===== src/rtl/psc_pkg.sv =====
// Shared types and constants for the PID speed controller.
// Used by the other files of the block but psc_checker; depends on nothing.
package psc_pkg;

  // Default width of speed samples and of the setpoint.
  localparam int SPEED_WIDTH_DEF = 16;

  // Fixed field widths.
  localparam int GAIN_W     = 16;
  localparam int PERIOD_W   = 16;
  localparam int DRIVE_W    = 16;
  localparam int REG_IDX_W  = 3;
  localparam int INTEG_W    = 48;
  localparam int INTEG_HALF = 24;
  localparam int DERIV_W    = 32;
  localparam int FRAC_GAIN  = 8;
  localparam int FRAC_TIME  = 16;

  // Register reset values.
  localparam logic [GAIN_W-1:0]   GAIN_RST      = 16'h0000;
  localparam logic [PERIOD_W-1:0] PERIOD_RST    = 16'd66;
  localparam logic [DRIVE_W-1:0]  DRIVE_MIN_RST = 16'h8000;
  localparam logic [DRIVE_W-1:0]  DRIVE_MAX_RST = 16'h7FFF;

  // Configuration register indexes.
  typedef enum logic [REG_IDX_W-1:0] {
    REG_GAIN_P        = 3'd0,
    REG_GAIN_I        = 3'd1,
    REG_GAIN_D        = 3'd2,
    REG_TARGET_SPEED  = 3'd3,
    REG_SAMPLE_PERIOD = 3'd4,
    REG_DRIVE_MIN     = 3'd5,
    REG_DRIVE_MAX     = 3'd6
  } psc_reg_e;

  // Operand pairs of the shared multiplier.
  typedef enum logic [2:0] {
    MUL_ERR_PERIOD,
    MUL_KP,
    MUL_KI_LO,
    MUL_KI_HI,
    MUL_KD
  } mul_sel_e;

  // Commands from the sequencer to the datapath.
  typedef struct packed {
    logic     load;
    logic     div_start;
    mul_sel_e mul_sel;
    logic     int_upd;
    logic     acc_init;
    logic     tmp_load;
    logic     tmp_add;
    logic     acc_add_tmp;
    logic     deriv_load;
    logic     acc_add_prod;
    logic     out_load;
  } psc_cmd_t;

  // Status from the datapath to the sequencer.
  typedef struct packed {
    logic div_busy;
  } psc_status_t;

endpackage


===== src/rtl/psc_ctrl.sv =====
// Sequencer of the PID speed controller: steps the datapath through one sample.
// Depends on psc_pkg.
module psc_ctrl import psc_pkg::*; (
  input  logic        clk_i,
  input  logic        rst_ni,
  input  logic        in_valid_i,
  output logic        in_ready_o,
  output logic        out_valid_o,
  input  logic        out_ready_i,
  input  psc_status_t status_i,
  output psc_cmd_t    cmd_o
);

  typedef enum logic [3:0] {
    ST_IDLE,
    ST_PREP,
    ST_INT,
    ST_KP,
    ST_KILO,
    ST_KIHI,
    ST_KIADD,
    ST_WAIT,
    ST_KD,
    ST_KDADD,
    ST_OUT
  } state_e;

  state_e   state_q, state_d;
  logic     out_valid_q, out_valid_d;
  psc_cmd_t cmd;

  always_comb begin
    cmd         = '0;
    cmd.mul_sel = MUL_KD;
    state_d     = state_q;
    in_ready_o  = 1'b0;
    out_valid_d = out_valid_q && !out_ready_i;
    case (state_q)
      ST_IDLE: begin
        in_ready_o = 1'b1;
        if (in_valid_i) begin
          cmd.load = 1'b1;
          state_d  = ST_PREP;
        end
      end
      ST_PREP: begin
        cmd.div_start = 1'b1;
        cmd.mul_sel   = MUL_ERR_PERIOD;
        state_d       = ST_INT;
      end
      ST_INT: begin
        cmd.int_upd = 1'b1;
        cmd.mul_sel = MUL_KP;
        state_d     = ST_KP;
      end
      ST_KP: begin
        cmd.acc_init = 1'b1;
        cmd.mul_sel  = MUL_KI_LO;
        state_d      = ST_KILO;
      end
      ST_KILO: begin
        cmd.tmp_load = 1'b1;
        cmd.mul_sel  = MUL_KI_HI;
        state_d      = ST_KIHI;
      end
      ST_KIHI: begin
        cmd.tmp_add = 1'b1;
        state_d     = ST_KIADD;
      end
      ST_KIADD: begin
        cmd.acc_add_tmp = 1'b1;
        state_d         = ST_WAIT;
      end
      ST_WAIT: begin
        if (!status_i.div_busy) begin
          cmd.deriv_load = 1'b1;
          state_d        = ST_KD;
        end
      end
      ST_KD: begin
        cmd.mul_sel = MUL_KD;
        state_d     = ST_KDADD;
      end
      ST_KDADD: begin
        cmd.acc_add_prod = 1'b1;
        state_d          = ST_OUT;
      end
      ST_OUT: begin
        // hold until the output register is free
        if (!out_valid_q || out_ready_i) begin
          cmd.out_load = 1'b1;
          out_valid_d  = 1'b1;
          state_d      = ST_IDLE;
        end
      end
      default: state_d = ST_IDLE;
    endcase
  end

  always_ff @(posedge clk_i or negedge rst_ni) begin
    if (!rst_ni) begin
      state_q     <= ST_IDLE;
      out_valid_q <= 1'b0;
    end else begin
      state_q     <= state_d;
      out_valid_q <= out_valid_d;
    end
  end

  assign out_valid_o = out_valid_q;
  assign cmd_o       = cmd;

endmodule


===== config.mk =====
export PLATFORM = sky130hd
export DESIGN_NAME = psc_ctrl
export DESIGN_NICKNAME = d
export VERILOG_FILES = /design/src/rtl/psc_pkg.sv /design/src/rtl/psc_ctrl.sv
export SDC_FILE = /design/constraint.sdc
export NUM_CORES = 1
export LEC_CHECK = 0
export BUFFER_PORTS_ARGS = -buffer_cell sky130_fd_sc_hd__buf_4
export CORE_AREA = 2 2 39 41
export DETAILED_ROUTE_END_ITERATION = 7
export DIE_AREA = 0 0 41 43
export MAX_ROUTING_LAYER = met4
export PLACE_DENSITY = 0.63
export REMOVE_ABC_BUFFERS = 1
export SYNTH_ARGS = -nofsm -noshare
export SYNTH_HDL_FRONTEND = slang
export SYNTH_SLANG_ARGS = --single-unit
export TNS_END_PERCENT = 50

===== constraint.sdc =====
create_clock -name clk_i -period 1.6 [get_ports clk_i]
set_input_delay 0.08 -clock clk_i [delete_from_list [all_inputs] [get_ports clk_i]]
set_output_delay 0.08 -clock clk_i [all_outputs]
set_load 0.01 [all_outputs]

Word level (Yosys, flattened, before mapping)
Index checks and enable logic that the tools add are counted.

storage, ports and cells
  word-level logic and storage cells = 42
  output and inout port bits = 15
  bits in registers = 5
  input port bits = 5

operators by class
  equality and inequality tests = 13
  reductions and logical operators = 6
  mux-type cells = 21

operators by type and width
  cell                                            number
  case mux 4 bit (11 select lines)                1
  == test 4 x 3 -> 1 bit (second input constant)  4
  two-way mux 1 bit                               16
  == test 4 bit (second input constant)           3
  two-way mux 4 bit                               3
  case mux 3 bit (4 select lines)                 1
  == test 4 x 2 -> 1 bit (second input constant)  2
  inequality test 2 bit (second input constant)   3
  == test 4 x 1 -> 1 bit (second input constant)  1
  zero test 4 bit                                 1
  AND reduction 3 bit                             1
  zero test 1 bit                                 2
  logical AND 1 bit                               1
  logical OR 1 bit                                1

Logic depth before layout (Yosys ltp)
Gate-level depths: netlist of run 1.

  depth after elaboration = 4
  mapped depth = 5
  gate-level depth less buffers = 3

Least setup slack after synthesis of run 1
OpenSTA, ideal clock, no wires.

  path type = register -> register
  start point = register state_q[1]
  end point = register state_q[3]
  stages on the path, launching flop included = 4
  path buffers = 0
  arrival = 1.150 ns
  required time = 1.535 ns
  period minus slack after synthesis = 1.214 ns
  slack = 0.386 ns
  setup time = 0.065 ns
  path through = dfrtp_1 nor4_2 o2bb2ai_1 o22a_1

between the ends
  cells in the longest elaborated chain, start to end = 3
  elaborated cells between the ends (all ways) = 16
  those cells by class = eq/ne (13); mux (1); reduce/logical (2)

RTL lines
  what                                         line             source
  from (decl)                                  psc_ctrl.sv:28   state_e state_q, state_d;
  from (signal assigned)                       psc_ctrl.sv:105  state_q <= state_d;
  == test 4 bit, or another cell as far along  psc_ctrl.sv:38   case (state_q)
  inequality test 2 bit (no source line)       --
  AND reduction 3 bit (no source line)         --

Several ways; a longest one is shown, not always the timed one.
A chain may end at the register's enable or synchronous reset.

==> results of run 1 <==
## flip-flops by register name, summed over array words and instances (netlist names)
register,cells
out_valid_o,1
state_q,4
## critical path: stages, from the launching register on
cell	delay [ns]
dfrtp_2	0.54
nand2_2	0.14
or2_1	0.22
a21oi_1	0.14
buf_4	0.13
## synthesized netlist by cell type (all sizes together), types with 2 or more instances
cell type	instances	share of area, %
dfrtp	5	29
nand2b	8	12
nor4	2	4.3
o21ai	2	2.3
a21oi	4	4.6
buf	5	6.4
nand2	3	3.2
nor2	4	3.5
xnor2	2	4.0
nor3	7	8.1
## what timing repair did
action / CTS / global route
hold buffers: 1 / 0
endpoints found under the hold margin: 5 / 0
cloned: 0 / 0
setup endpoints to repair: 1 / 4
gates resized for setup: 2 / 2
## worst paths after layout
kind	startpoint	to	depth (start not counted)
max in group asynchronous	rst_ni	state_q[1]	2
hold reg to reg	out_valid_o	out_valid_o	2
setup / recovery	state_q[1]	cmd_o[9]	4
hold / removal	status_i	state_q[0]	3
setup reg to reg	state_q[2]	state_q[3]	3
min in group asynchronous	rst_ni	state_q[3]	2
## final cells by class
| class | count | area [um^2] | share of cell area, % |
|---|---|---|---|
| Multi-Input combinational cell | 44 | 285 | 45.1 |
| Timing Repair Buffer | 22 | 168 | 26.5 |
| Sequential cell | 5 | 129 | 20.4 |
| Clock buffer | 4 | 26.3 | 4.16 |
| Tap cell | 16 | 20.0 | 3.17 |
| Inverter | 1 | 3.75 | 0.594 |
## kinds of logic (layout without fill, tap and decap cells)
group | Yosys count | after routing | share of synthesized area, %
AND/OR/NAND/NOR | 31 | 31 | 43.4
flip-flops | 5 | 5 | 28.9
AO/OA/AOI/OAI | 11 | 11 | 16.5
buffers and inverters | 6 | 27 | 7.23
XOR/XNOR | 2 | 2 | 4.05
## per-stage QoR
step,cells,power [uW],hold WS (ns),setup TNS (ns)
floorplan,50,762,-0.216,0
global placement,87,1110,-0.117,0
detailed placement,87,1120,-0.115,0
CTS,92,1280,0.167,0
global route,92,1400,0.174,-0.00220
finish,92,1280,0.168,0
## power by group through the flow
stage	sequential (uW)	clock [uW]	combinational (uW)
CTS	377	149	750
global placement	369	0	740
floorplan	336	0	426
detailed placement	374	0	744
finish	395	142	746
global route	419	153	829
## routing by layer
metal / wire length, um / GRT usage [%]
met3: 55 / 4.71
met1: 508 / 20.5
met5: 0 / -
met4: 0 / 4.00
met2: 489 / 19.1
==> impl_metrics.json, run 1 <==
{
  "synth-edff-count": 0,
  "fmax_ghz": 0.668,
  "finalHoldViolCount": 0,
  "place_hpwl_um": 778,
  "worst_slack_ns": 0.103,
  "synth_ff_type": "dfrtp_1",
  "hp-class": "in -> reg",
  "final_cell_mix": "buf_4, nand2b_1, nor3_1, nor2_1, a21oi_1",
  "start_util_pct": 31.3,
  "root_buffer": "clkbuf_4",
  "switching_share_pct": 45.3,
  "syn_area_per_cell_um2": 7.87,
  "grt_start_max_net_pins": 17,
  "fp.dieW_um": 41,
  "p_clk_share_pct": 11.1,
  "gr-total-overflow": 0,
  "drv_slew": 0,
  "routed-via-count": 459,
  "cp.required_ns": 1.52,
  "setup.worst_path.end_class": "output port",
  "synth_area_um2": 433,
  "cellPowerDensity_nw_per_um2": 2030,
  "first_pass_iters": 3,
  "die_area_um2": 1760,
  "reg2reg_setup_slack_ns": 0.33,
  "grt_pass1_vias": 409,
  "drive_gt1_share_pct": 38.2,
  "worstPathArrival_ns": 1.42,
  "period_share_pct": 93.6,
  "ant_nets": 0,
  "pwr-share-comb_pct": 58.1,
  "maxCapViolations": 0,
  "p_leak_uw": 0.000278,
  "drt-vias-per-instance": 4.99,
  "cts_sinks": 5,
  "ys_types": 27,
  "wirelength_um": 1050,
  "port-buffer-count": 19,
  "ir_worst_vdd_mv": 0.640,
  "area_growth_pct": 46.0,
  "antenna_found_initial": 0,
  "htree_levels": 1,
  "nFillCells": 148,
  "clock_path_buffers": 2,
  "row_count": 14,
  "clock_latency_ns": 0.24,
  "internal_power_uw": 702,
  "nets": 82,
  "setup.worst_path.start_class": "flip-flop",
  "critical_path_class": "reg -> out",
  "fp.coreArea_um2": 1380,
  "ys_ff_latch": 5,
  "io_pins": 20,
  "cts_tree": "built",
  "grt_pass1_wl_um": 1700,
  "fin_area_um2": 632,
  "status": "finished clean",
  "final_common_cell": "buf_4",
  "async_flop_share_pct": 100,
  "routedWlPerCell_um": 11.5,
  "ys_warn_count": 0,
  "dp_slack_ns": 0.207,
  "gp_congestion": 0.744,
  "maxSlewHeadroom_pct": 74.1,
  "crit_fanout": 16,
  "tightest_slew_ns": 0.388,
  "p_sw_uw": 581,
  "skew_ns": 0.000238,
  "cts_setup_buffers": 0,
  "seqPwrFrac_pct": 30.8,
  "antenna_cells": 0,
  "drtIter0Drc": 3,
  "setup_viol": 0,
  "dpl-instance-area_um2": 583,
  "drc_errors": 0,
  "post-route-util_pct": 45.7,
  "syn_inst": 55,
  "fin_crit_ns": 1.50,
  "grt.total_usage_pct": 14.4,
  "die_h_um": 43,
  "ys_seq_area_share_pct": 28.9,
  "cts_buffers": 3,
  "clk_pin_slew_worst_paths_ns": 0.04
}
Note: power is estimated with default switching activity, not from simulation.
==> run 2, diff against run 1 <==
Settings changed: ABC_AREA set to 1, PLACE_DENSITY 0.63 to 0.58.
==> run 2 against run 1 <==
Net effect: synthesized cell count increased by 3.6%; worst hold slack worse by 0.11 ns; die area unchanged; via count shrank 11%; total power shrank 4.1%; critical path type unchanged; highest routed layer unchanged.
==> impl_metrics.json, run 2 <==
{
  "fmax_ghz": 0.730,
  "maxCapViolations": 0,
  "grt_pass1_wl_um": 1310,
  "drtIter0Drc": 1,
  "port-buffer-count": 19,
  "worstPathArrival_ns": 1.29,
  "row_count": 14,
  "post-route-util_pct": 41.0,
  "use_met1_pct": 13.1,
  "setup.worst_path.start_class": "flip-flop",
  "ys_warn_count": 0,
  "finalHoldViolCount": 0,
  "fp.dieW_um": 41,
  "clock_path_buffers": 2,
  "dpl-instance-area_um2": 532,
  "setup_viol": 0,
  "crit_fanout": 5,
  "fin_area_um2": 568,
  "htree_levels": 1,
  "grt-busiest-layer": "met2",
  "drc_errors": 0,
  "clk_pin_slew_worst_paths_ns": 0.04,
  "gp_congestion": 0.784,
  "maxSlewHeadroom_pct": 81.4,
  "synth_area_um2": 369,
  "ys_seq_area_share_pct": 33.9,
  "async_flop_share_pct": 100,
  "reg2reg_setup_slack_ns": 0.54,
  "cts_sinks": 5,
  "first_pass_iters": 2,
  "power.total_uw": 1230,
  "tns_ns": 0,
  "die_h_um": 43,
  "multi_input_area_um2": 195,
  "grt_pass1_vias": 359,
  "period_share_pct": 85.6,
  "grt.total_usage_pct": 11.8,
  "ys_types": 16,
  "drive_gt1_share_pct": 45.7,
  "antenna_found_initial": 0,
  "use_met2_pct": 16.6,
  "top_register": "state_q",
  "hp-class": "in -> reg",
  "rsz0062_at_grt": "false",
  "wirelength_um": 875,
  "place_hpwl_um": 710,
  "die_area_um2": 1760,
  "synth_ff_type": "dfrtp_1",
  "final_common_cell": "buf_4",
  "tightest_slew_ns": 0.276,
  "status": "finished clean",
  "largest_reg_flops": 4,
  "met3_usage_pct": 7.85,
  "synth_top_cell_by_area": "dfrtp_1",
  "critical_path_class": "reg -> out",
  "fp.coreArea_um2": 1380,
  "cp.required_ns": 1.52,
  "synth-edff-count": 0,
  "io_pins": 20,
  "drv_slew": 0,
  "nFillCells": 166,
  "syn_inst": 57,
  "cts_buffers": 3,
  "cellPowerDensity_nw_per_um2": 2170,
  "final_cell_mix": "buf_4, nand2_1, nor2_1, inv_2, inv_1",
  "p_leak_uw": 0.000325,
  "nets": 87,
  "cts_tree": "built",
  "syn_area_per_cell_um2": 6.48,
  "synthTopCellsByCount": "nand2_1, nor2_1, inv_2",
  "ant_nets": 0,
  "dp_slack_ns": 0.472,
  "drt-vias-per-instance": 4.20,
  "routedWlPerCell_um": 9.02,
  "area_growth_pct": 53.9,
  "root_buffer": "clkbuf_4",
  "ir_worst_vdd_mv": 0.850,
  "grt_start_max_net_pins": 6,
  "yosysTopAreaCellShare_pct": 33.9,
  "antenna_cells": 0,
  "fin_crit_ns": 1.37,
  "synth.top_cells.by_area": "dfrtp_1, nand2_1, nor2_1",
  "ys_ff_latch": 5,
  "start_util_pct": 26.7,
  "worst_slack_ns": 0.231,
  "routed-via-count": 407,
  "register_area_um2": 125,
  "skew_ns": 0.00174,
  "gr-total-overflow": 0,
  "setup.worst_path.end_class": "output port",
  "clock_latency_ns": 0.24
}
==> run 2: final timing paths <==
kind	start	endpoint	cells after the start
worst max-delay path	state_q[0]	cmd_o[8]	6
worst min-delay path	out_ready_i	out_valid_o	2
worst max register to register	state_q[1]	state_q[3]	5
worst min register to register	out_valid_o	out_valid_o	2
max in group asynchronous	rst_ni	state_q[3]	2
min in group asynchronous	rst_ni	out_valid_o	2
==> run 2: kinds of logic (layout without fill, tap and decap cells) <==
family | Yosys count | in the layout | share of synthesized area (%)
AOI/OAI and AO/OA | 6 | 6 | 9.83
buffers and inverters | 13 | 37 | 13.2
DFF | 5 | 5 | 33.9
and+or+nand+nor | 33 | 33 | 43.1
==> run 2: routing by layer <==
layer | vias up | wire [um]
li1 | 224 | -
met1 | 178 | 422
met2 | 5 | 416
met3 | 0 | 36
met4 | 0 | 0
met5 | - | 0
==> run 2: power by group <==
part	switching [uW]	internal (uW)
sequential	71.0	188
combinational	474	354
clock	48.5	94.1
total	594	636
==> run 2: critical path, cell delays in order (launching register included) <==
cell and delay (ns):
dfrtp_1 0.42, nor2_1 0.18, inv_2 0.09, nor2_4 0.13, inv_2 0.06, o21ai_2 0.05
buf_4 0.13
==> run 2: what timing repair did <==
action                     in CTS  in global routing
resized for setup               0                  0
buffers inserted                0                  0
hold buffers                    1                  0
setup endpoints to repair       0                  0
hold endpoints to repair        5                  0
==> run 2: final cells by class <==
type	count	area share [%]
Clock buffer	4	4.63
Tap cell	16	3.52
Inverter	13	8.59
Timing Repair Buffer	20	26.9
Sequential cell	5	22.0
Multi-Input combinational cell	39	34.4
==> run 2: through the flow <==
stage / std cells / hold slack [ns]
final: 97 / 0.0623
after global placement: 92 / -0.117
after detailed placement: 92 / -0.117
after floorplan: 57 / -0.216
after global routing: 97 / 0.0783
after CTS: 97 / 0.0613
