==> src/rtl/psc_pkg.sv <==
// Shared types and constants for the PID speed controller.
// Used by the other files of the block but psc_checker; depends on nothing.
package psc_pkg;

  // Default width of speed samples and of the setpoint.
  localparam int SPEED_WIDTH_DEF = 16;

  // Fixed field widths.
  localparam int GAIN_W     = 16;
  localparam int PERIOD_W   = 16;
  localparam int DRIVE_W    = 16;
  localparam int REG_IDX_W  = 3;
  localparam int INTEG_W    = 48;
  localparam int INTEG_HALF = 24;
  localparam int DERIV_W    = 32;
  localparam int FRAC_GAIN  = 8;
  localparam int FRAC_TIME  = 16;

  // Register reset values.
  localparam logic [GAIN_W-1:0]   GAIN_RST      = 16'h0000;
  localparam logic [PERIOD_W-1:0] PERIOD_RST    = 16'd66;
  localparam logic [DRIVE_W-1:0]  DRIVE_MIN_RST = 16'h8000;
  localparam logic [DRIVE_W-1:0]  DRIVE_MAX_RST = 16'h7FFF;

  // Configuration register indexes.
  typedef enum logic [REG_IDX_W-1:0] {
    REG_GAIN_P        = 3'd0,
    REG_GAIN_I        = 3'd1,
    REG_GAIN_D        = 3'd2,
    REG_TARGET_SPEED  = 3'd3,
    REG_SAMPLE_PERIOD = 3'd4,
    REG_DRIVE_MIN     = 3'd5,
    REG_DRIVE_MAX     = 3'd6
  } psc_reg_e;

  // Operand pairs of the shared multiplier.
  typedef enum logic [2:0] {
    MUL_ERR_PERIOD,
    MUL_KP,
    MUL_KI_LO,
    MUL_KI_HI,
    MUL_KD
  } mul_sel_e;

  // Commands from the sequencer to the datapath.
  typedef struct packed {
    logic     load;
    logic     div_start;
    mul_sel_e mul_sel;
    logic     int_upd;
    logic     acc_init;
    logic     tmp_load;
    logic     tmp_add;
    logic     acc_add_tmp;
    logic     deriv_load;
    logic     acc_add_prod;
    logic     out_load;
  } psc_cmd_t;

  // Status from the datapath to the sequencer.
  typedef struct packed {
    logic div_busy;
  } psc_status_t;

endpackage

==> src/rtl/psc_div.sv <==
// Restoring unsigned divider, one quotient bit per cycle.
// Depends on psc_pkg.
module psc_div import psc_pkg::*; #(
  parameter int DIVIDEND_W = SPEED_WIDTH_DEF + 18,
  parameter int DIVISOR_W  = PERIOD_W
) (
  input  logic                  clk_i,
  input  logic                  rst_ni,
  input  logic                  start_i,
  input  logic [DIVIDEND_W-1:0] dividend_i,
  input  logic [DIVISOR_W-1:0]  divisor_i,
  output logic                  busy_o,
  output logic [DIVIDEND_W-1:0] quotient_o
);

  localparam int CntW = $clog2(DIVIDEND_W + 1);

  logic [CntW-1:0]       cnt_q;
  logic [DIVISOR_W-1:0]  rem_q, rem_d;
  logic [DIVIDEND_W-1:0] quo_q, quo_d;
  logic [DIVISOR_W:0]    shifted;
  logic [DIVISOR_W+1:0]  sub;
  logic                  ge;

  assign shifted = {rem_q, quo_q[DIVIDEND_W-1]};
  assign sub     = {1'b0, shifted} - {2'b00, divisor_i};
  assign ge      = !sub[DIVISOR_W+1];
  assign rem_d   = ge ? sub[DIVISOR_W-1:0] : shifted[DIVISOR_W-1:0];
  assign quo_d   = {quo_q[DIVIDEND_W-2:0], ge};

  always_ff @(posedge clk_i or negedge rst_ni) begin
    if (!rst_ni) begin
      cnt_q <= '0;
    end else if (start_i) begin
      cnt_q <= CntW'(DIVIDEND_W);
    end else if (busy_o) begin
      cnt_q <= cnt_q - CntW'(1);
    end
  end

  always_ff @(posedge clk_i) begin
    if (start_i) begin
      rem_q <= '0;
      quo_q <= dividend_i;
    end else if (busy_o) begin
      rem_q <= rem_d;
      quo_q <= quo_d;
    end
  end

  assign busy_o     = (cnt_q != '0);
  assign quotient_o = quo_q;

endmodule

==> src/rtl/psc_datapath.sv <==
// Datapath of the PID speed controller: error, integral, shared multiplier,
// accumulator, derivative divider and output clamp. Depends on psc_pkg, psc_div.
module psc_datapath import psc_pkg::*; #(
  parameter int SPEED_WIDTH = SPEED_WIDTH_DEF
) (
  input  logic                          clk_i,
  input  logic                          rst_ni,
  input  psc_cmd_t                      cmd_i,
  output psc_status_t                   status_o,
  input  logic signed [SPEED_WIDTH-1:0] measured_speed_i,
  input  logic signed [GAIN_W-1:0]      gain_p_i,
  input  logic signed [GAIN_W-1:0]      gain_i_i,
  input  logic signed [GAIN_W-1:0]      gain_d_i,
  input  logic signed [SPEED_WIDTH-1:0] target_speed_i,
  input  logic [PERIOD_W-1:0]           sample_period_i,
  input  logic signed [DRIVE_W-1:0]     drive_min_i,
  input  logic signed [DRIVE_W-1:0]     drive_max_i,
  output logic signed [DRIVE_W-1:0]     drive_o,
  output logic                          clamped_o
);

  localparam int EW  = SPEED_WIDTH + 1;
  localparam int DW  = EW + 1 + FRAC_TIME;
  localparam int MAW = (EW > DERIV_W) ? EW : DERIV_W;
  localparam int MBW = GAIN_W + 1;
  localparam int PW  = MAW + MBW;
  localparam int ACW = ((EW + GAIN_W > INTEG_W) ? EW + GAIN_W : INTEG_W) + 2;
  localparam int TW  = 64;
  localparam int ISW = ((PW > INTEG_W) ? PW : INTEG_W) + 1;
  localparam int QW  = ((DW > DERIV_W) ? DW : DERIV_W) + 1;

  localparam logic signed [ISW-1:0] IntegMax = $signed(ISW'({1'b0, {(INTEG_W-1){1'b1}}}));
  localparam logic signed [ISW-1:0] IntegMin = -IntegMax - ISW'(1);
  localparam logic [QW-1:0]         DerivPos = QW'({1'b0, {(DERIV_W-1){1'b1}}});
  localparam logic [QW-1:0]         DerivNeg = DerivPos + QW'(1);

  // State and working registers
  logic signed [EW-1:0]      error_q, last_q;
  logic signed [INTEG_W-1:0] integ_q;
  logic signed [PW-1:0]      prod_q;
  logic signed [ACW-1:0]     acc_q;
  logic signed [TW-1:0]      tmp_q;
  logic signed [DERIV_W-1:0] deriv_q, deriv_d;
  logic                      div_neg_q;
  logic signed [DRIVE_W-1:0] drive_q;
  logic                      clamped_q;

  logic [PERIOD_W-1:0]   period_eff;
  logic signed [MAW-1:0] mul_a;
  logic signed [MBW-1:0] mul_b;
  logic signed [ISW-1:0] isum;
  logic signed [EW:0]    diff;
  logic [EW:0]           diff_mag;
  logic [DW-1:0]         dividend;
  logic [DW-1:0]         quotient;
  logic [QW-1:0]         qx;
  logic                  div_busy;
  logic signed [ACW-1:0] u_full, lo_ext, hi_ext;
  logic signed [DRIVE_W-1:0] drive_d;
  logic                  clamped_d;

  // A zero period acts as one
  assign period_eff = (sample_period_i == '0) ? PERIOD_W'(1) : sample_period_i;

  // Shared multiplier operand select
  always_comb begin
    case (cmd_i.mul_sel)
      MUL_ERR_PERIOD: begin
        mul_a = MAW'(error_q);
        mul_b = $signed({1'b0, period_eff});
      end
      MUL_KP: begin
        mul_a = MAW'(error_q);
        mul_b = MBW'(gain_p_i);
      end
      MUL_KI_LO: begin
        mul_a = MAW'($signed({1'b0, integ_q[INTEG_HALF-1:0]}));
        mul_b = MBW'(gain_i_i);
      end
      MUL_KI_HI: begin
        mul_a = MAW'($signed(integ_q[INTEG_W-1:INTEG_HALF]));
        mul_b = MBW'(gain_i_i);
      end
      MUL_KD: begin
        mul_a = MAW'(deriv_q);
        mul_b = MBW'(gain_d_i);
      end
      default: begin
        mul_a = '0;
        mul_b = '0;
      end
    endcase
  end

  // Saturating integral update
  assign isum = ISW'(integ_q) + ISW'(prod_q);

  // Derivative dividend: |error - last_error| scaled by 2^16
  assign diff     = (EW+1)'(error_q) - (EW+1)'(last_q);
  assign diff_mag = diff[EW] ? (EW+1)'(-diff) : (EW+1)'(diff);
  assign dividend = {diff_mag, {FRAC_TIME{1'b0}}};

  psc_div #(
    .DIVIDEND_W (DW),
    .DIVISOR_W  (PERIOD_W)
  ) u_div (
    .clk_i      (clk_i),
    .rst_ni     (rst_ni),
    .start_i    (cmd_i.div_start),
    .dividend_i (dividend),
    .divisor_i  (period_eff),
    .busy_o     (div_busy),
    .quotient_o (quotient)
  );

  assign status_o.div_busy = div_busy;

  // Restore sign and saturate the quotient to 32 bits
  assign qx = QW'(quotient);
  always_comb begin
    if (div_neg_q) begin
      if (qx > DerivNeg) deriv_d = $signed({1'b1, {(DERIV_W-1){1'b0}}});
      else               deriv_d = DERIV_W'(0) - qx[DERIV_W-1:0];
    end else begin
      if (qx > DerivPos) deriv_d = $signed({1'b0, {(DERIV_W-1){1'b1}}});
      else               deriv_d = qx[DERIV_W-1:0];
    end
  end

  // Floor to integer and clamp; the lower limit is tested first
  assign u_full = acc_q >>> FRAC_GAIN;
  assign lo_ext = ACW'(drive_min_i);
  assign hi_ext = ACW'(drive_max_i);
  always_comb begin
    if (u_full < lo_ext) begin
      drive_d   = drive_min_i;
      clamped_d = 1'b1;
    end else if (u_full > hi_ext) begin
      drive_d   = drive_max_i;
      clamped_d = 1'b1;
    end else begin
      drive_d   = u_full[DRIVE_W-1:0];
      clamped_d = 1'b0;
    end
  end

  // Controller state: cleared at reset
  always_ff @(posedge clk_i or negedge rst_ni) begin
    if (!rst_ni) begin
      integ_q <= '0;
      last_q  <= '0;
    end else begin
      if (cmd_i.int_upd) begin
        if (isum > IntegMax)      integ_q <= IntegMax[INTEG_W-1:0];
        else if (isum < IntegMin) integ_q <= IntegMin[INTEG_W-1:0];
        else                      integ_q <= isum[INTEG_W-1:0];
      end
      if (cmd_i.out_load) last_q <= error_q;
    end
  end

  // Working registers
  always_ff @(posedge clk_i) begin
    prod_q <= mul_a * mul_b;
    if (cmd_i.load)         error_q   <= EW'(target_speed_i) - EW'(measured_speed_i);
    if (cmd_i.div_start)    div_neg_q <= diff[EW];
    if (cmd_i.deriv_load)   deriv_q   <= deriv_d;
    if (cmd_i.tmp_load)     tmp_q     <= TW'(prod_q);
    if (cmd_i.tmp_add)      tmp_q     <= tmp_q + (TW'(prod_q) <<< INTEG_HALF);
    if (cmd_i.acc_init)     acc_q     <= ACW'(prod_q);
    if (cmd_i.acc_add_tmp)  acc_q     <= acc_q + ACW'(tmp_q >>> FRAC_TIME);
    if (cmd_i.acc_add_prod) acc_q     <= acc_q + ACW'(prod_q);
    if (cmd_i.out_load) begin
      drive_q   <= drive_d;
      clamped_q <= clamped_d;
    end
  end

  assign drive_o   = drive_q;
  assign clamped_o = clamped_q;

endmodule

==> config.mk <==
export PLATFORM = sky130hd
export DESIGN_NAME = psc_datapath
export DESIGN_NICKNAME = d
export VERILOG_FILES = /design/src/rtl/psc_pkg.sv /design/src/rtl/psc_div.sv /design/src/rtl/psc_datapath.sv
export SDC_FILE = /design/constraint.sdc
export NUM_CORES = 2
export LEC_CHECK = 0
export BUFFER_PORTS_ARGS = -buffer_cell sky130_fd_sc_hd__buf_4
export CORE_AREA = 4 4 373 375
export DETAILED_ROUTE_END_ITERATION = 8
export DIE_AREA = 0 0 377 379
export PLACE_DENSITY = 0.58
export SYNTH_ARGS = -nofsm -noshare
export SYNTH_HDL_FRONTEND = slang
export SYNTH_SLANG_ARGS = --single-unit
export TNS_END_PERCENT = 10
==> constraint.sdc <==
create_clock -name clk_i -period 7.5 [get_ports clk_i]
set_input_delay 1.125 -clock clk_i [delete_from_list [all_inputs] [get_ports clk_i]]
set_output_delay 1.125 -clock clk_i [all_outputs]
set_load 0.03 [all_outputs]
Word level (Yosys, flattened, before mapping)
Index checks and enable logic that the tools add are counted.
{ "classes": {"n_addsub": 10, "n_mul": 1, "n_lt_le_gt_ge": 6, "n_eq_ne": 4, "n_mux": 22, "n_reduce_logical": 9} }
{ "op_table": {"columns": ["cell", "count"], "rows": [
  ["two-way mux 50 bit", 3],
  ["two-way mux 64 bit", 2],
  ["case mux 32 bit (4 select lines)", 1],
  ["two-way mux 32 bit", 3],
  ["two-way mux 48 bit", 2],
  ["two-way mux 34 bit", 2],
  ["case mux 17 bit (4 select lines)", 1],
  ["adder 64 bit", 1],
  ["two-way mux 16 bit", 4],
  ["adder 48 x 49 -> 50 bit", 1],
  ["adder 50 x 48 -> 50 bit", 1],
  ["adder 50 x 49 -> 50 bit", 1],
  ["> comparator 50 x 48 -> 1 bit (second input constant)", 1],
  ["< comparator 50 x 48 -> 1 bit (second input constant)", 1],
  ["multiplier 32 x 17 -> 49 bit", 1],
  ["> comparator 42 x 16 -> 1 bit", 1],
  ["< comparator 42 x 16 -> 1 bit", 1],
  ["> comparator 34 x 31 -> 1 bit (second input constant)", 1],
  ["> comparator 34 x 32 -> 1 bit (second input constant)", 1],
  ["subtractor 1 x 32 -> 32 bit (first input constant)", 1],
  ["two-way mux 18 bit", 1],
  ["negation 18 bit", 1],
  ["subtractor 17 x 16 -> 18 bit", 1],
  ["subtractor 17 x 17 -> 18 bit", 1],
  ["other kinds (14)", 18]
]} }
{ "totals": {"regBits": 351, "input_bits": 143, "wordCells": 66} }

Longest topological paths before layout
{ "logic_depth": {"depth_word": 6, "ltp_mapped": 35} }

By module
From an unflattened synthesis, not the netlist that was laid out.
{ "unflattened": {"cells_unflattened": 5558, "area_unflattened_um2": 48210.0} }
{ "modules_own_cells": {"columns": ["module", "n_inst", "cells_each", "area_per_inst_um2", "seq_area_each_um2"], "rows": [
  ["psc_datapath", 1, 5212, 44650.3, 7562.3],
  ["psc_div", 1, 346, 3559.7, 1491.4]
]} }

Least setup slack after synthesis
OpenSTA, ideal clock, no wires.
{ "synth_path": {"kind": "input-to-reg", "start": "input port cmd_i[8] (netlist name)", "end": "register prod_q[48]", "setup_ns": 0.126, "arrival_ns": 8.763, "slack_ns": -1.389, "cell_stages": 29, "n_path_buf": 3, "cell_sequence": "clkbuf_1 buf_1 clkbuf_1 mux2i_1 a211oi_1 a21oi_1 nor2_1 fa_1 inv_1 fa_1 fa_1 inv_1 fa_1 fa_1 inv_1 fa_1 inv_1 ha_1 and3_1 and2_1 and3_1 o21ai_0 a311o_1 a211oi_1 o21ai_0 o21bai_1 nand2_1 a311oi_1 xnor2_1"} }
{ "synth_between": {"elab_chain_len": 4, "elab_cells_between_ends": 10, "cone_classes": "mul: 1; eq/ne: 4; mux: 2; reduce/logical: 3"} }
{ "synth_lines": {"columns": ["element", "line", "source"], "rows": [
  ["start: declaration", "psc_datapath.sv:8", "input psc_cmd_t cmd_i,"],
  ["equality test 3 x 1 -> 1 bit, or another cell as far along", "psc_datapath.sv:67", "case (cmd_i.mul_sel)"],
  ["OR reduction 2 bit (no line)", null, null],
  ["case mux 32 bit (4 select lines) or case mux 17 bit (4 select lines) (tied branches)", "psc_datapath.sv:67", null],
  ["multiplier 32 x 17 -> 49 bit (*)", "psc_datapath.sv:164", "prod_q <= mul_a * mul_b;"],
  ["end signal: assignment", "psc_datapath.sv:164", null],
  ["end: declaration", "psc_datapath.sv:40", "logic signed [PW-1:0] prod_q;"]
]} }
Mark *: on every way between the ends. The rest lies on a longest branch, timed or not.
A chain may end at the register's enable or synchronous reset.

Worst setup path in the final report
Ends and elaborated chain as after synthesis.

==> impl_metrics.yaml <==
timing:
  post-route-min-period_ns: 7.473
  period_share_pct: 99.64
  worst_pin_slew_ns: 1.095
  whs_ns: 0.3471
  final_max_slew_viol_count: 0
  hold_viol: 0
  rsz0062_at_grt: "yes"
  max_freq_mhz: 133.8
  setup_viol: 0
  maxSlewHeadroom_pct: 25.13
  setup_total_negative_slack_ns: 0
  fin_skew_ns: 0.05623
placed_design:
  gp_congestion: 0.9322
  place_hpwl_mm: 126.1
  portBuffers: 160
  dp_cells: 7677
critical_path:
  cp.arrival_ns: 8.00
  reg2reg_depth: 26
  cp-start-kind: "input port"
  critical_path_required_ns: 8.03
  path_max_fanout: 17
  worst_setup_path_end_kind: "flip-flop"
  worstSetupPathType: "input port to flip-flop"
die:
  fp.dieH_um: 379
  io_pins: 161
  fp.coreArea_um2: 135300
  die_area_um2: 142900
  initial_core_util_pct: 35.00
  rows: 135
  die_x_um: 377
logic_synthesis:
  async_flop_share_pct: 21.19
  seq_area_frac_synth_pct: 18.78
  synth_area_um2: 47350
  synth_top_area_share_pct: 22.32
  synth_seq_cells: 335
  syn_inst: 5482
  yosys_warnings: 0
  syn_nets: 6591
  syn-mean-instance-area_um2: 8.637
  yosys.area.top_type: "fa_1"
  synth_ff_type: "edfxtp_1"
  synth_cell_types: 86
  synth_edf_count: 183
  synth.area.top_cells: "fa_1 22%, edfxtp_1 12%, ha_1 12%, inv_1 6.2%, nor2_1 4.3%"
routing:
  final_antenna_net_count: 0
  drc: 0
  vias_per_cell: 5.295
  drt_pass1_iterations: 6
  wl_per_cell_um: 19.64
  vias: 41234
  drt-total-wl_mm: 152.9
  dr.first_iter.drc_count: 2522
pwr:
  clockPowerShare_pct: 7.4
  peakVddDrop_v: 0.0003821
  p_int_w: 0.01549
  seqPwrFrac_pct: 14.5
  power.density_nw_per_um2: 541.7
  p_comb_share_pct: 78.1
  p_leak_nw: 27.01
  p_sw_share_pct: 49.30
  switchingPower_w: 0.01506
global_routing:
  grt_overflow: 0
  grt_start_max_net_pins: 59
  grt.total_usage_pct: 21.12
  grt_first_pass_wirelength_mm: 237.2
  first_global_vias: 41437
  antenna_found_initial: 4
clock_tree:
  clock-sinks: 335
  htree_levels: 2
  cts_buffers: 44
  clkLatencyLatePin_ns: 0.62
  cts_tree: "done"
  root_buffer: "clkbuf_16"
  clockBufferDepth: 3
  clk_pin_slew_ns: 0.06
  holdBufCountCts: 0
cells_and_area:
  fin_cells: 7787
  area.sequential_um2: 8894
  fin_util_pct: 41.69
  multi_input_area_um2: 35550
  drive_above_1_share_pct: 15.49
  syn_to_final_growth_pct: 19.12
  nets: 7078
  fillCellCount: 13382
job:
  maxCapViolCount: 0
run_status:
  status: "finished clean"
min_path:
  worstHoldPathType: "input port to asynchronous set/reset pin"
-- worst max-delay path, cell delays in order --
cell and delay [ns]:
buf_8 0.12, buf_12 0.15, buf_6 0.16, nand2_1 0.07
o21ai_0 0.10, a21oi_1 0.37, o21a_1 0.33, buf_4 0.17
nor2_1 0.06, fa_1 0.55, inv_1 0.05, fa_1 0.39
fa_1 0.55, inv_1 0.06, fa_1 0.56, fa_1 0.56
inv_1 0.05, fa_1 0.52, inv_1 0.04, ha_1 0.34
nand4_1 0.11, a311o_1 0.40, a211oi_4 0.31, o21ai_2 0.10
o21bai_1 0.18, nand2_1 0.12, a311oi_2 0.29, xnor2_1 0.14
-- cells in the mapped netlist (63+ instances only) --
cell / n
fa_1: 528
a211oi_1: 63
o21ai_0: 225
mux2i_1: 95
clkbuf_1: 183
xnor2_1: 149
a21oi_1: 331
inv_1: 782
dfrtp_1: 71
ha_1: 438
xor2_1: 85
a21o_1: 208
nand2_1: 532
nand3_1: 69
nor2_1: 546
nor3_1: 73
dfxtp_1: 81
edfxtp_1: 183
-- repair_timing --
| item | CTS | global route |
|---|---|---|
| pin swaps | 21 | 29 |
| endpoints found under the setup margin | 4 | 16 |
| setup buffers | 12 | 14 |
| cloned | 1 | 0 |
| gates resized for setup | 49 | 49 |
-- cell type report --
cell class	instances	area share (%)
Sequential cell	335	15.77
Clock inverter	16	0.3438
Multi-Input combinational cell	4155	63.02
Inverter	786	5.239
Tap cell	1781	3.951
Timing Repair Buffer	647	9.243
Clock buffer	66	2.433
Antenna cell	1	0.004436
-- power groups by stage --
stage                     Clock [W]  Sequential (W)  Combinational [W]
after global placement            0         0.00443             0.0232
after floorplan                   0         0.00370             0.0167
after CTS                   0.00233         0.00440             0.0237
after global routing        0.00241         0.00448             0.0267
final                       0.00228         0.00443             0.0239
after detailed placement          0         0.00442             0.0234
-- per-stage QoR --
step / power, W / setup WS, ns / area (um^2)
final: 0.03056 / 0.02696 / 56410
after global routing: 0.03359 / -0.2699 / 56400
after CTS: 0.03040 / -0.002024 / 56080
after detailed placement: 0.02782 / -0.7790 / 54190
after global placement: 0.02759 / -0.7175 / 54190
after floorplan: 0.02038 / -0.06321 / 48160
-- path summary, 6_finish.rpt --
path	from	slack (ns)	to
hold reg to reg	last_q[0]$_DFFE_PN0P_	0.51	last_q[0]$_DFFE_PN0P_
setup reg to reg	error_q[16]$_DFFE_PP_	0.15	prod_q[48]$_DFF_P_
max in group asynchronous	rst_ni	5.99	integ_q[44]$_DFFE_PN0P_
min in group clk_i	last_q[0]$_DFFE_PN0P_	0.51	last_q[0]$_DFFE_PN0P_
hold / removal	rst_ni	0.35	last_q[11]$_DFFE_PN0P_
setup / recovery	cmd_i[8]	0.03	prod_q[48]$_DFF_P_
-- cells by family (layout without fill, tap and decap cells) --
kind of cell / after synthesis / count (layout) / share of synthesized area [%]
other: 0 / 1 / 0
adders and majority gates: 966 / 966 / 33.90
buffers and inverters: 992 / 1515 / 7.940
AOI/OAI and AO/OA: 1290 / 1290 / 17.85
DFF: 335 / 335 / 18.78
xor gates and xnor gates: 234 / 234 / 4.328
muxes: 122 / 122 / 2.650
and+or+nand+nor: 1543 / 1543 / 14.55
-- routing by layer --
layer  wire, um  global-route usage (%)
met1      66740                   27.67
met2      71270                   36.09
met3       8918                   2.771
met4       5948                   6.857
met5         27                       0
-- flip-flops by register name (all words and copies together) (netlist names) --
register          flops
error_q              17
u_div.cnt_q           6
drive_o              16
acc_q                50
last_q               17
div_neg_q             1
u_div.rem_q          16
integ_q              48
u_div.quotient_o     34
clamped_o             1
tmp_q                48
deriv_q              32
prod_q               49
-- placed cells by master, fill, tap and decap left out, drive strengths merged, types with 27 or more instances in the layout --
master / Yosys / routed
inv: 783 / 788
buf: 23 / 647
nor2: 546 / 546
nand2: 533 / 533
fa: 528 / 528
ha: 438 / 438
a21oi: 331 / 331
o21ai: 250 / 250
a21o: 208 / 208
edfxtp: 183 / 183
xnor2: 149 / 149
mux2i: 95 / 95
xor2: 85 / 85
dfxtp: 81 / 81
nor3: 74 / 74
dfrtp: 71 / 71
nand3: 69 / 69
clkbuf: 183 / 66
a211oi: 63 / 63
o21a: 61 / 61
nor2b: 54 / 54
nand2b: 52 / 52
nand4: 52 / 52
o221ai: 46 / 46
a31oi: 40 / 40
or3: 36 / 36
o21bai: 35 / 35
and3: 32 / 32
o311ai: 31 / 31
o211ai: 30 / 30
mux2: 27 / 27
No activity file was read; power rests on OpenSTA's default activity.
